--- src/fixed_point_alu_q24_8_macros.svh ---
// ----------------------------------------------------------------------------
// fixed_point_alu_q24_8 assertion macros
// Shared concurrent assertion forms for the fixed-point ALU.
// ----------------------------------------------------------------------------
`ifndef FIXED_POINT_ALU_Q24_8_MACROS_SVH
`define FIXED_POINT_ALU_Q24_8_MACROS_SVH

// same-cycle implication, disabled while in reset
`define FPA_ASSERT_IMPL(label, clk, rstn, ante, cons) \
    label: assert property (@(posedge clk) disable iff (!rstn) (ante) |-> (cons)) \
        else $error("assertion failed");

// next-cycle implication, disabled while in reset
`define FPA_ASSERT_NEXT(label, clk, rstn, ante, cons) \
    label: assert property (@(posedge clk) disable iff (!rstn) (ante) |=> (cons)) \
        else $error("assertion failed");

`endif

--- src/fpa_pkg.sv ---
// ----------------------------------------------------------------------------
// fpa_pkg
// Types, command codes and helper functions of the fixed-point ALU.
// ----------------------------------------------------------------------------
package fpa_pkg;

    localparam int FRACTION_BITS_DEF = 8;

    localparam logic [3:0] CMD_ADD      = 4'd0;
    localparam logic [3:0] CMD_SUB      = 4'd1;
    localparam logic [3:0] CMD_MUL      = 4'd2;
    localparam logic [3:0] CMD_DIV      = 4'd3;
    localparam logic [3:0] CMD_INC      = 4'd4;
    localparam logic [3:0] CMD_DEC      = 4'd5;
    localparam logic [3:0] CMD_MIN      = 4'd6;
    localparam logic [3:0] CMD_MAX      = 4'd7;
    localparam logic [3:0] CMD_COMPARE  = 4'd8;
    localparam logic [3:0] CMD_FROM_INT = 4'd9;
    localparam logic [3:0] CMD_TO_INT   = 4'd10;

    localparam logic [31:0] MAX32 = 32'h7FFF_FFFF;
    localparam logic [31:0] MIN32 = 32'h8000_0000;

    typedef struct packed {
        logic [3:0]         command;
        logic signed [31:0] operand_a;
        logic signed [31:0] operand_b;
    } in_t;

    typedef struct packed {
        logic signed [31:0] result_value;
        logic               a_less;
        logic               a_equal;
        logic               a_greater;
        logic               overflowed;
        logic               divided_by_zero;
    } out_t;

    // control travelling along the chain
    typedef struct packed {
        logic valid;
        in_t  item;
    } ctl_t;

    typedef struct packed {
        logic        ovf;
        logic [31:0] value;
    } sat_t;

    // magnitude of a signed 32-bit value, 2^31 fits unsigned
    function automatic logic [31:0] mag32(logic signed [31:0] v);
        logic [31:0] r;
        r = v[31] ? 32'(-v) : 32'(v);
        return r;
    endfunction

    // saturate a 33-bit signed sum to 32 bits
    function automatic sat_t sat33(logic [32:0] s);
        sat_t r;
        r.ovf   = s[32] ^ s[31];
        r.value = r.ovf ? (s[32] ? MIN32 : MAX32) : s[31:0];
        return r;
    endfunction

    // apply sign to a magnitude and saturate
    function automatic sat_t sat_mag(logic neg, logic [63:0] mag);
        sat_t r;
        if (neg) begin
            r.ovf   = mag > 64'h0000_0000_8000_0000;
            r.value = r.ovf ? MIN32 : 32'(-mag[31:0]);
        end else begin
            r.ovf   = mag > 64'h0000_0000_7FFF_FFFF;
            r.value = r.ovf ? MAX32 : mag[31:0];
        end
        return r;
    endfunction

endpackage

--- src/fpa_div_cell.sv ---
// ----------------------------------------------------------------------------
// fpa_div_cell
// One restoring-division cell: develops one quotient bit and forwards the beat.
// ----------------------------------------------------------------------------
module fpa_div_cell #(
    parameter int NB = 40
) (
    input  logic               aclk,
    input  logic               aresetn,
    input  logic               adv,
    input  fpa_pkg::ctl_t      in_ctl,
    input  logic signed [63:0] in_prod,
    input  logic [NB-1:0]      in_num,
    input  logic [31:0]        in_rem,
    input  logic [NB-1:0]      in_quot,
    input  logic [31:0]        in_den,
    output fpa_pkg::ctl_t      out_ctl,
    output logic signed [63:0] out_prod,
    output logic [NB-1:0]      out_num,
    output logic [31:0]        out_rem,
    output logic [NB-1:0]      out_quot,
    output logic [31:0]        out_den
);

    logic          valid_reg;
    fpa_pkg::in_t  item_reg;
    logic [32:0]   shifted;
    logic [32:0]   diff;
    logic          fits;
    logic [31:0]   rem_next;

    // shift in the next numerator bit and try the subtract
    always_comb begin
        shifted  = {in_rem, in_num[NB-1]};
        diff     = shifted - {1'b0, in_den};
        fits     = shifted >= {1'b0, in_den};
        rem_next = fits ? diff[31:0] : shifted[31:0];
    end

    // valid bit
    always_ff @(posedge aclk) begin
        if (!aresetn) begin
            valid_reg <= 1'b0;
        end else if (adv) begin
            valid_reg <= in_ctl.valid;
        end
    end

    // payload
    always_ff @(posedge aclk) begin
        if (adv) begin
            item_reg <= in_ctl.item;
            out_prod <= in_prod;
            out_num  <= {in_num[NB-2:0], 1'b0};
            out_rem  <= rem_next;
            out_quot <= {in_quot[NB-2:0], fits};
            out_den  <= in_den;
        end
    end

    assign out_ctl.valid = valid_reg;
    assign out_ctl.item  = item_reg;

endmodule

--- config.mk ---
export PLATFORM = sky130hd
export DESIGN_NAME = fpa_div_cell
export DESIGN_NICKNAME = d
export VERILOG_FILES = /design/src/fixed_point_alu_q24_8_macros.svh /design/src/fpa_pkg.sv /design/src/fpa_div_cell.sv
export SDC_FILE = /design/constraint.sdc
export NUM_CORES = 1
export LEC_CHECK = 0
export ABC_CLOCK_PERIOD_IN_PS = 3900
export BUFFER_PORTS_ARGS = -buffer_cell sky130_fd_sc_hd__clkbuf_2
export CORE_AREA = 2 2 215 217
export CTS_BUF_LIST = sky130_fd_sc_hd__clkbuf_4 sky130_fd_sc_hd__clkbuf_8 sky130_fd_sc_hd__clkbuf_16
export CTS_CLUSTER_DIAMETER = 80
export DETAILED_ROUTE_END_ITERATION = 7
export DIE_AREA = 0 0 217 219
export HOLD_SLACK_MARGIN = 0.15
export SYNTH_ARGS = -nofsm -noshare
export SYNTH_HDL_FRONTEND = slang
export SYNTH_SLANG_ARGS = --single-unit
--- constraint.sdc ---
create_clock -name aclk -period 3.9 [get_ports aclk]
set_input_delay 0.585 -clock aclk [delete_from_list [all_inputs] [get_ports aclk]]
set_output_delay 0.585 -clock aclk [all_outputs]
set_load 0.05 [all_outputs]
==> metrics.md, run 1 <==
| Metric | Value |
|---|---|
| Synth Area in Compound Gates | 0.06993 |
| Width of the die | 217 um |
| Worst VDD drop | 0.3995 mV |
| Ranking of synthesized cells by instance count | sky130_fd_sc_hd__edfxtp_1 (275), sky130_fd_sc_hd__a21oi_1 (54), sky130_fd_sc_hd__inv_1 (38) |
| Number of rows created at floorplan | 78 |
| Drt total wl | 39000 um |
| Clk_lat worst skew | 540 ps |
| Highest attainable clock frequency | 0.2969 GHz |
| Post-synthesis mux area share | 0.01356 |
| Clock-pin slew on the worst setup and hold paths | 60 ps |
| Hold-critical path depth | 1 |
| Transition time at the pin with the least slew margin | 724.8 ps |
| IO Count | 557 |
| Antenna cells | 0 |
| Final setup viols | 0 |
| Simple logic cell fraction of the synthesized area | 0.04365 |
| Largest family of logic cells by synthesized area | compound AO/OA/AOI/OAI gates |
| Post-synthesis area per instance | 16.86 um2 |
| Detailed-routing wirelength on met1 | 14300 um |
| Level count of the clock H-tree | 2 |
| Critical setup path kind | in2reg |
| Number of post-CTS setup repair buffers | 0 |
| Drt drc | 0 |
| Total global-route track usage | 0.1548 |
| Internal power component | 6.059 mW |
| Final min period | 3368 ps |
| Largest cells by area after synthesis | sky130_fd_sc_hd__edfxtp_1 (78%), sky130_fd_sc_hd__ha_1 (3.8%), sky130_fd_sc_hd__a21oi_1 (2.6%), sky130_fd_sc_hd__inv_1 (1.4%), sky130_fd_sc_hd__xnor2_1 (1.3%) |
| DR WL/cell | 21.18 um |
| Share of power burned in combinational logic | 0.211 |
| Most used standard cell by instance count after synthesis | sky130_fd_sc_hd__edfxtp_1 |
| Maximum Capacitance Violations | 0 |
| Unrepaired setup endpoints after global routing | false |
| EDFF count, synth | 275 |
| Endpoint required time on the critical path | 4180 ps |
| Fraction of final layout cells sized beyond drive strength 1 | 0.5189 |
| Sum of met3 wire segment lengths after detailed routing | 3127 um |
| Number of search-and-repair iterations in the first detailed-routing pass | 5 |
| Switch share | 0.3192 |
| Relative contribution of sequential cells to total power | 0.410 |
| Syn Inst Count | 624 |
| Tightest hold margin | 213.4 ps |
| Number of clock buffers inserted by TritonCTS | 36 |
| Post-DR vias/cell | 4.253 |
| Crit-path cells | clkbuf_2 -> inv_1 -> ha_1 -> fa_1 -> nand2b_1 -> a21oi_1 -> o21ai_0 -> o311a_1 -> a31oi_1 -> a21oi_1 -> buf_4 -> o21ai_0 -> xor2_1 -> mux2_1 |
| Root Driver | sky130_fd_sc_hd__clkbuf_16 |
| Bufs and invs on worst path | 3 |
| Synthesis warning total | 0 |
| Die area | 47520 um2 |
| Number of input and output port buffers inserted | 554 |
| Maximum number of buffers from clock root to sink | 3 |
| Status | completed |
| Pin count of the biggest net entering global routing | 89 |
| Reg-to-reg endpoint | valid_reg |
| Detailed placer's ending HPWL | 31140 um |
| Worst clock skew | 0 ps |
| Die boundary height | 219 um |
| Source of the worst register-to-register timing path | valid_reg |
| Synthesized cell area | 10520 um2 |
| Antenna violations before repair | 10 |
| Number of design-rule violations left by the first detailed-router iteration | 546 |
| Number of cell instances on the worst register-to-register path | 2 |
| Number of hold buffers added after cts | 0 |
| Routed length on met2 | 20390 um |
| Overflow left after global routing | 0 |
| Synth Area in XOR/XNOR | 0.02248 |
| Proportion of register bits with asynchronous set or reset after synthesis | 0 |
| Finished layout cell area | 15350 um2 |
| Max reg flops | 68 |
| Resized cells post-CTS | 0 |
| Post-route ant nets | 0 |
| WP depth | 14 |
| Effective utilization at floorplan | 0.2333 |
| Top Layer Used | met5 |
| Fraction of the mapped netlist area in adder cells | 0.03996 |
| Unique masters post-synth | 49 |
| Filler cell count | 4539 |
| Switching pwr | 2.840 mW |
| Total vias in the final route | 7829 |
| Top Family by Delay on Critical Path | compound AO/OA/AOI/OAI gates |
| Areal power density over the cells | 579.6 nW/um2 |
| Clock sink total | 276 |
| Final-report hold violation count | 0 |
| CP endpoint | out_rem[26] |
| Crit path from | in_num[39] |
| Wire length of the first global-routing pass | 53050 um |
| Core region area | 45090 um2 |
| Final net count | 1529 |
| Critical path launch point type | primary input |
| Max-slew violation total from the final report | 0 |
| Synthesized net count | 937 |
| Sequential share of the synthesized area | 0.7869 |
| Area Growth Syn to Fin | 45.93% |
| Top cell type by total area after synthesis | sky130_fd_sc_hd__edfxtp_1 |
| Data arrival time of the critical path | 3650 ps |
| CP Max Fanout | 2 |
| Final Total Pwr | 8.899 mW |
| Flip-flop cell with the highest count after synthesis | sky130_fd_sc_hd__edfxtp_1 |
| Util after Layout | 0.3405 |
| Worst min-delay path category | in2reg |
| Slew Limit Headroom | 0.5168 |
| Portion of synthesized cell area occupied by the leading cell type | 0.7850 |
| Reg2Reg Setup Slack | 3290 ps |
| Lkg Pwr | 6.758 nW |
| Via count of the first global-routing pass | 7696 |
| Share of the cycle needed by the critical path after routing | 0.8637 |
| Clock power frac | 0.379 |
| Capturing element type of the critical path | flip-flop |
| Clock tree from TritonCTS | done |
| Critical-path top delay cell | sky130_fd_sc_hd__fa_1 |
| Area of placed instances | 14140 um2 |
| Total of flip-flops plus latches after synthesis | 276 |
| Largest incremental delay on the critical path | 400 ps |
| Routability congestion estimate | 0.8510 |
-- metal layers --
layer / track usage / vias to the layer above
met5: 0 / -
met4: 0.05525 / 12
met3: 0.04643 / 67
met2: 0.2780 / 359
met1: 0.1734 / 3825
li1: - / 3566
-- worst min-delay path by stage --
stage	start	to	slack (ps)
6_report	in_ctl[44]	out_ctl[44]	210
5_1_grt	in_prod[0]	out_prod[0]	180
4_1_cts	in_prod[0]	out_prod[0]	170
3_5_place_dp	valid_reg	valid_reg	530
3_3_place_gp	valid_reg	valid_reg	500
2_1_floorplan	valid_reg	valid_reg	480
-- stage by stage --
stage               instances  TNS, ps  worst slack [ps]
detailed placement       1778   -1.392            -1.392
global route             1841        0             336.6
global placement         1778        0             55.66
CTS                      1841        0             562.8
finish                   1841        0             531.7
floorplan                 624        0             544.3
-- cells in the final DEF, fill, tap and decap left out, types with 6 or more instances in the layout --
cell type / instances
sky130_fd_sc_hd__ha_1: 32
sky130_fd_sc_hd__clkbuf_16: 36
sky130_fd_sc_hd__nand3_1: 8
sky130_fd_sc_hd__mux2_2: 6
sky130_fd_sc_hd__clkbuf_2: 553
sky130_fd_sc_hd__nand4_1: 7
sky130_fd_sc_hd__edfxtp_1: 275
sky130_fd_sc_hd__xor2_1: 11
sky130_fd_sc_hd__nand2_1: 27
sky130_fd_sc_hd__clkbuf_4: 6
sky130_fd_sc_hd__a21o_1: 12
sky130_fd_sc_hd__o21a_1: 6
sky130_fd_sc_hd__xnor2_1: 16
sky130_fd_sc_hd__buf_4: 15
sky130_fd_sc_hd__inv_1: 38
sky130_fd_sc_hd__a21oi_1: 54
sky130_fd_sc_hd__o21ai_0: 16
sky130_fd_sc_hd__nor2_1: 36
-- layout make-up --
class,count,area (um2),area share
Timing Repair Buffer,573,2975,0.1938
Clock inverter,21,261.5,0.01703
Multi-Input combinational cell,291,1998,0.1302
Tap cell,600,750.7,0.04890
Sequential cell,276,8278,0.5392
Clock buffer,42,945.9,0.06161
Inverter,38,142.6,0.009291
-- power groups by stage --
stage,clock [mW],combinational [mW],sequential [mW]
4_1_cts,3.47,1.90,3.65
3_3_place_gp,0,1.88,3.70
3_5_place_dp,0,1.89,3.71
5_1_grt,3.59,1.97,3.67
6_report,3.37,1.88,3.65
2_1_floorplan,0,0.327,4.63
-- worst register-to-register path, cell delays in order (launching register included) --
cell and delay [ps]:
sky130_fd_sc_hd__dfxtp_1 310, sky130_fd_sc_hd__mux2i_1 130, sky130_fd_sc_hd__nor2b_1 60
-- cell families (layout without fill, tap and decap cells) --
group                    Yosys count  after routing
XOR/XNOR                          27             27
AND/OR/NAND/NOR                   99             99
multiplexers                      13             13
flip-flops                       276            276
other                              1              1
AO/OA/AOI/OAI                    118            118
adder cells (fa/ha/maj)           33             33
buffers and inverters             57            674
(Power assumes the default switching activity.)
==> run 2: changes to the inputs <==
- ABC_CLOCK_PERIOD_IN_PS: 3900 -> 2820
- CTS_BUF_LIST: sky130_fd_sc_hd__clkbuf_4 sky130_fd_sc_hd__clkbuf_8 sky130_fd_sc_hd__clkbuf_16 -> default
- clock period: 3.9 -> 2.82 ns (I/O delays scaled with it)
==> metrics.md, run 2 (synthesis gave the netlist of run 1 again) <==
| Metric | Value |
|---|---|
| Critical-path top delay cell | sky130_fd_sc_hd__dlygate4sd3_1 |
| Area Growth Syn to Fin | 74.27% |
| Number of input and output port buffers inserted | 554 (unchanged) |
| Via count of the first global-routing pass | 9206 (+20%) |
| Total global-route track usage | 0.1744 (+0.01959) |
| Clock power frac | 0.347 (-0.032) |
| Clk_lat worst skew | 540 ps (about the same) |
| Clock sink total | 276 (unchanged) |
| Root Driver | sky130_fd_sc_hd__clkbuf_16 |
| Post-DR vias/cell | 4.184 (-1.6%) |
| Level count of the clock H-tree | 2 (unchanged) |
| Cell seen most often among critical-path stages | sky130_fd_sc_hd__buf_4 |
| Final min period | 2775 ps |
| Transition time at the pin with the least slew margin | 616.2 ps (-108.6 ps) |
| Setup TNS after final layout | 0 ps (unchanged) |
| Clock-pin slew on the worst setup and hold paths | 60 ps (about the same) |
| Hold-critical path depth | 1 (unchanged) |
| Maximum Capacitance Violations | 0 (unchanged) |
| Final net count | 1824 (+19%) |
| IO Count | 557 (unchanged) |
| Internal power component | 8.326 mW (+37%) |
| Worst min-delay path startpoint | in_den[7] |
| Number of design-rule violations left by the first detailed-router iteration | 474 (-13%) |
| Worst clock skew | 0 ps (unchanged) |
| DR WL/cell | 20.44 um (-3.5%) |
| Number of cell instances on the worst register-to-register path | 3 (+1) |
| Number of clock buffers inserted by TritonCTS | 35 (-2.8%) |
| Max reg flops | 68 (unchanged) |
| Slew Limit Headroom | 0.5892 (+0.07241) |
| Lkg Pwr | 8.029 nW (+19%) |
| Data arrival time of the critical path | 3060 ps (-590 ps) |
| Critical path launch point type | primary input |
| Status | completed |
| Bufs and invs on worst path | 6 (+3) |
| Final setup viols | 0 (unchanged) |
| CP Max Fanout | 11 (+9) |
| Overflow left after global routing | 0 (unchanged) |
| Largest incremental delay on the critical path | 520 ps (+120 ps) |
| Max-slew violation total from the final report | 0 (unchanged) |
| Most used cells in the layout excluding fill and tap cells | sky130_fd_sc_hd__clkbuf_2 (553), sky130_fd_sc_hd__edfxtp_1 (275), sky130_fd_sc_hd__dlygate4sd3_1 (243) |
| Effective utilization at floorplan | 0.2333 (unchanged) |
| Width of the die | 217 um (unchanged) |
| Highest attainable clock frequency | 0.3603 GHz |
| Cell total after placement | 1826 (+2.7%) |
| Areal power density over the cells | 678.8 nW/um2 (+17%) |
| Worst Setup Slack, final | 44.67 ps (-487.0 ps) |
| Post-route ant nets | 0 (unchanged) |
| Capturing element type of the critical path | flip-flop |
| Final Instance Count excl. Fillers | 2141 (+16%) |
| Top Family by Delay on Critical Path | compound AO/OA/AOI/OAI gates |
| Routability congestion estimate | 0.8910 (+4.7%) |
| Drt total wl | 43760 um (+12%) |
| Die boundary height | 219 um (unchanged) |
| Switch share | 0.3309 (+0.01177) |
| Total vias in the final route | 8957 (+14%) |
| Unrepaired setup endpoints after global routing | true |
| Share of power burned in combinational logic | 0.247 (+0.036) |
| Tightest hold margin | 202.2 ps (-11.20 ps) |
| Fraction of final layout cells sized beyond drive strength 1 | 0.4691 (-0.04984) |
| Number of search-and-repair iterations in the first detailed-routing pass | 4 (-1) |
| Source of the worst register-to-register timing path | valid_reg |
| Detailed placer's ending HPWL | 32310 um (+3.8%) |
| Worst min-delay path category | in2reg |
| Drt drc | 0 (unchanged) |
| Antenna violations before repair | 8 (-2) |
| Endpoint, Worst Hold | out_den[7] |
| Reg-to-reg endpoint | valid_reg |
| Critical setup path kind | in2reg |
| Core region area | 45090 um2 (unchanged) |
| Clock tree from TritonCTS | done |
| Endpoint required time on the critical path | 3110 ps (-1070 ps) |
| Die area | 47520 um2 (unchanged) |
| Maximum number of buffers from clock root to sink | 3 (unchanged) |
| Pin count of the biggest net entering global routing | 70 (-21%) |
| Reg2Reg Setup Slack | 1650 ps (-1640 ps) |
| Worst VDD drop | 0.4444 mV (+11%) |
| Share of the cycle needed by the critical path after routing | 0.9842 |
| Wire length of the first global-routing pass | 60120 um (+13%) |
| Most frequent standard cell in the layout excluding fill and tap cells | sky130_fd_sc_hd__clkbuf_2 |
| Crit-path cells | dlygate4sd3_1 -> clkbuf_2 -> inv_1 -> ha_1 -> a21o_1 -> a211o_1 -> a31oi_1 -> o21a_1 -> o31ai_4 -> buf_4 -> buf_4 -> clkbuf_16 -> a41o_1 |
| Switching pwr | 4.118 mW (+45%) |
| Final-report hold violation count | 0 (unchanged) |
| Number of rows created at floorplan | 78 (unchanged) |
| Minimum setup slack after placement | -659.2 ps (-657.8 ps) |
| Relative contribution of sequential cells to total power | 0.406 (-0.004) |
==> run 2: cell count changes in the layout (fill, tap and decap cells not counted), moves of 4 or more <==
| cell | change |
|---|---|
| sky130_fd_sc_hd__a21oi_1 | -4 |
| sky130_fd_sc_hd__buf_4 | +51 |
| sky130_fd_sc_hd__clkbuf_4 | -6 |
| sky130_fd_sc_hd__clkinv_1 | +5 |
| sky130_fd_sc_hd__clkinv_2 | +4 |
| sky130_fd_sc_hd__diode_2 | +4 |
| sky130_fd_sc_hd__dlygate4sd3_1 | +243 |
| sky130_fd_sc_hd__ha_1 | -10 |
| sky130_fd_sc_hd__ha_4 | +8 |
| sky130_fd_sc_hd__inv_1 | -4 |
| sky130_fd_sc_hd__mux2_1 | -4 |
| sky130_fd_sc_hd__mux2_4 | +4 |
==> run 2: worst max-delay path by stage <==
stage,cells past startpoint,start,to
after detailed placement,13,in_num[39],out_rem[30]
after global routing,13,in_num[39],out_rem[30]
after CTS,13,in_num[39],out_rem[30]
after floorplan,12,in_den[7],out_rem[13]
after global placement,13,in_num[39],out_rem[30]
final,13,in_den[30],out_rem[28]
==> run 2: power groups by stage <==
stage	logic (mW)	clock network, mW	registers, mW
after floorplan	0.499	0	6.40
after global placement	2.73	0	5.13
after detailed placement	2.74	0	5.13
after CTS	3.04	4.45	5.06
after global routing	3.20	4.59	5.09
final	3.07	4.32	5.06
==> run 2: cell type report <==
class / count / area [um2]
repair buffers: 869 / 5841
fillers: 4230 / 26750
flip-flops and latches: 276 / 8278
clock inverters: 27 / 221.5
diodes: 4 / 10.01
inverters: 38 / 155.1
multi-input cells: 291 / 2198
well taps: 600 / 750.7
clock buffers: 36 / 879.6
==> run 2: what timing repair did <==
action,in CTS,in global routing
gates cloned,0,2
hold buffers,243,0
endpoints found under the hold margin,242,0
resized for setup,2,14
endpoints found under the setup margin,2,7
setup buffers,0,3
pin swaps,0,5
==> run 2: routing by layer <==
layer  GRT usage  routed length [um]
met5           0                  43
met4      0.1071                2474
met2      0.3001               21840
met1      0.1935               16390
met3     0.04477                3010
==> run 2: stage by stage <==
stage,util,area [um2],total power [mW]
floorplan,-,10700,6.895
global placement,0.3247,14640,7.860
detailed placement,0.3247,14640,7.871
CTS,0.4033,18180,12.55
global route,0.4065,18330,12.88
finish,0.4066,18330,12.44
==> run 3: changes to the inputs <==
- ABC_CLOCK_PERIOD_IN_PS: 2820 -> 3000
- clock period: 2.82 -> 3 ns (I/O delays scaled with it)
==> metrics.md, run 3 (synthesis gave the netlist of run 1 again) <==
| Metric | Value |
|---|---|
| Status | completed |
| Final setup viols | 0 (unchanged) |
| Endpoint required time on the critical path | 3280 ps (+170 ps) |
| Most frequent standard cell in the layout excluding fill and tap cells | sky130_fd_sc_hd__clkbuf_2 |
| Top Family by Delay on Critical Path | compound AO/OA/AOI/OAI gates |
| Max-slew violation total from the final report | 0 (unchanged) |
| Worst clock skew | 0 ps (unchanged) |
| Largest incremental delay on the critical path | 540 ps (+20 ps) |
| Wire length of the first global-routing pass | 59310 um (-1.4%) |
| Clock tree from TritonCTS | done |
| Number of clock buffers inserted by TritonCTS | 36 (+2.9%) |
| Source of the worst register-to-register timing path | valid_reg |
| Post-DR vias/cell | 4.231 (+1.1%) |
| Drt total wl | 42940 um (-1.9%) |
| Core region area | 45090 um2 (unchanged) |
| Area of placed instances | 14650 um2 (about the same) |
| Critical path launch point type | primary input |
| Detailed placer's ending HPWL | 31980 um (-1.0%) |
| Maximum Capacitance Violations | 0 (unchanged) |
| Capturing element type of the critical path | flip-flop |
| Filler cell count | 4248 (+0.43%) |
| CP Max Fanout | 6 (-5) |
| Clock-pin slew on the worst setup and hold paths | 60 ps (about the same) |
| Critical-path top delay cell | sky130_fd_sc_hd__dlygate4sd3_1 |
| Level count of the clock H-tree | 2 (unchanged) |
| Critical setup path kind | in2reg |
| Finished layout cell area | 18260 um2 (-0.43%) |
| Clock sink total | 276 (unchanged) |
| Number of search-and-repair iterations in the first detailed-routing pass | 5 (+1) |
| Routability congestion estimate | 0.8540 (-4.2%) |
| Storage cell area | 8278 um2 (unchanged) |
| Number of design-rule violations left by the first detailed-router iteration | 556 (+17%) |
| Crit-path cells | dlygate4sd3_1 -> clkbuf_2 -> inv_1 -> ha_1 -> a21o_1 -> a21oi_1 -> nor2b_1 -> nor4_1 -> nor4_1 -> a211oi_1 -> o41ai_2 -> xor2_1 -> mux2_4 |
| Width of the die | 217 um (unchanged) |
| Die area | 47520 um2 (unchanged) |
| Effective utilization at floorplan | 0.2333 (unchanged) |
| IO Count | 557 (unchanged) |
| Total vias in the final route | 9034 (+0.86%) |
| Transition time at the pin with the least slew margin | 592.2 ps (-24.01 ps) |
| Clk_lat worst skew | 530 ps (about the same) |
| Share of the cycle needed by the critical path after routing | 0.9619 |
| Worst VDD drop | 0.5235 mV (+18%) |
| Final-report hold violation count | 0 (unchanged) |
| Die boundary height | 219 um (unchanged) |
| Pin count of the biggest net entering global routing | 75 (+7.1%) |
| Number of post-CTS setup repair buffers | 0 (unchanged) |
| Worst min-delay path startpoint | in_rem[22] |
| Data arrival time of the critical path | 3170 ps (+110 ps) |
| Routed length on met2 | 21810 um (-0.13%) |
| Cell seen most often among critical-path stages | sky130_fd_sc_hd__nor4_1 |
| Multi-input gate area in the final layout | 2140 um2 (-2.7%) |
| Maximum number of buffers from clock root to sink | 3 (unchanged) |
| Areal power density over the cells | 647.4 nW/um2 (-4.6%) |
| Highest attainable clock frequency | 0.3465 GHz |
| Root Driver | sky130_fd_sc_hd__clkbuf_16 |
| Lkg Pwr | 8.006 nW (-0.29%) |
| Final net count | 1821 (-0.16%) |
| Via count of the first global-routing pass | 9238 (+0.35%) |
| Max reg flops | 68 (unchanged) |
| Fraction of final layout cells sized beyond drive strength 1 | 0.4621 (-0.006955) |
| Final Total Pwr | 11.82 mW (-5.0%) |
| Number of input and output port buffers inserted | 554 (unchanged) |
| Number of rows created at floorplan | 78 (unchanged) |
| Sum of met3 wire segment lengths after detailed routing | 3352 um (+11%) |
| Overflow left after global routing | 0 (unchanged) |
| Slew Limit Headroom | 0.6052 (+0.01601) |
| Most used cells in the layout excluding fill and tap cells | sky130_fd_sc_hd__clkbuf_2 (553), sky130_fd_sc_hd__edfxtp_1 (275), sky130_fd_sc_hd__dlygate4sd3_1 (243) |
| Post-route ant nets | 0 (unchanged) |
| Bufs and invs on worst path | 3 (-3) |
| Worst min-delay path category | in2reg |
| Area Growth Syn to Fin | 73.53% |
| Final min period | 2886 ps |
| DR WL/cell | 20.11 um (-1.6%) |
| Top Layer Used | met5 |
| Antenna violations before repair | 7 (-1) |
| Total global-route track usage | 0.1707 (-0.003649) |
| Detailed-routing wirelength on met1 | 15800 um (-3.6%) |
| Crit path from | in_den[23] |
| Drt drc | 0 (unchanged) |
==> run 3: cell count changes in the layout (fill, tap and decap cells not counted), sizes merged <==
cell and change:
clkbuf +7, clkinv -6, inv -4, buf -2
bufinv +1, clkinvlp -1, diode -1
==> run 3: cell type report <==
| cell class | count | area share |
|---|---|---|
| repair buffers | 865 | 0.3164 |
| inverters | 38 | 0.008499 |
| multi-input cells | 291 | 0.1172 |
| clock inverters | 17 | 0.009390 |
| flip-flops and latches | 276 | 0.4535 |
| clock buffers | 45 | 0.05353 |
| well taps | 600 | 0.04112 |
| diodes | 3 | 0.0004112 |
==> run 3: worst paths after layout <==
| kind | slack [ps] | end | depth (start not counted) |
|---|---|---|---|
| setup / recovery | 110 | out_rem[30] | 13 |
| hold / removal | 240 | out_rem[23] | 2 |
| setup reg to reg | 1830 | valid_reg | 3 |
| hold reg to reg | 1100 | valid_reg | 3 |
==> run 3: where the power goes <==
| group | leakage [nW] | internal, mW | total [mW] | switching [mW] |
|---|---|---|---|---|
| clock network | 0.563 | 2.51 | 4.21 | 1.71 |
| registers | 2.70 | 4.64 | 4.75 | 0.107 |
| logic | 4.74 | 0.879 | 2.85 | 1.97 |
==> run 3: worst reg2reg max path: stages, from the launching register on <==
cell and delay [ps]:
sky130_fd_sc_hd__dfxtp_1 320, sky130_fd_sc_hd__mux2i_1 130, sky130_fd_sc_hd__nor2b_1 60, sky130_fd_sc_hd__dlygate4sd3_1 540
==> run 3: timing repair <==
item,in CTS,in global routing
gates resized for setup,0,4
endpoints found under the hold margin,241,1
hold buffers,242,1
setup endpoints to repair,0,7
==> run 3: per-stage QoR <==
step,hold WS [ps],setup WS (ps),instances,utilization,setup TNS (ps)
after floorplan,483.9,-103.9,624,-,-812.6
after global placement,523.2,-484.6,1827,0.3248,-7374
after detailed placement,527.2,-491.5,1827,0.3248,-8804
after CTS,164.5,87.38,2131,0.4040,0
after global routing,207.2,-3.079,2134,0.4048,-3.079
final,243.4,114.3,2135,0.4049,0
==> run 3: per-layer routing <==
metal  up-vias  track usage
met5         -            0
met4         6      0.07580
met3        87      0.05558
met2       433       0.3030
met1      4361       0.1856
li1       4147            -
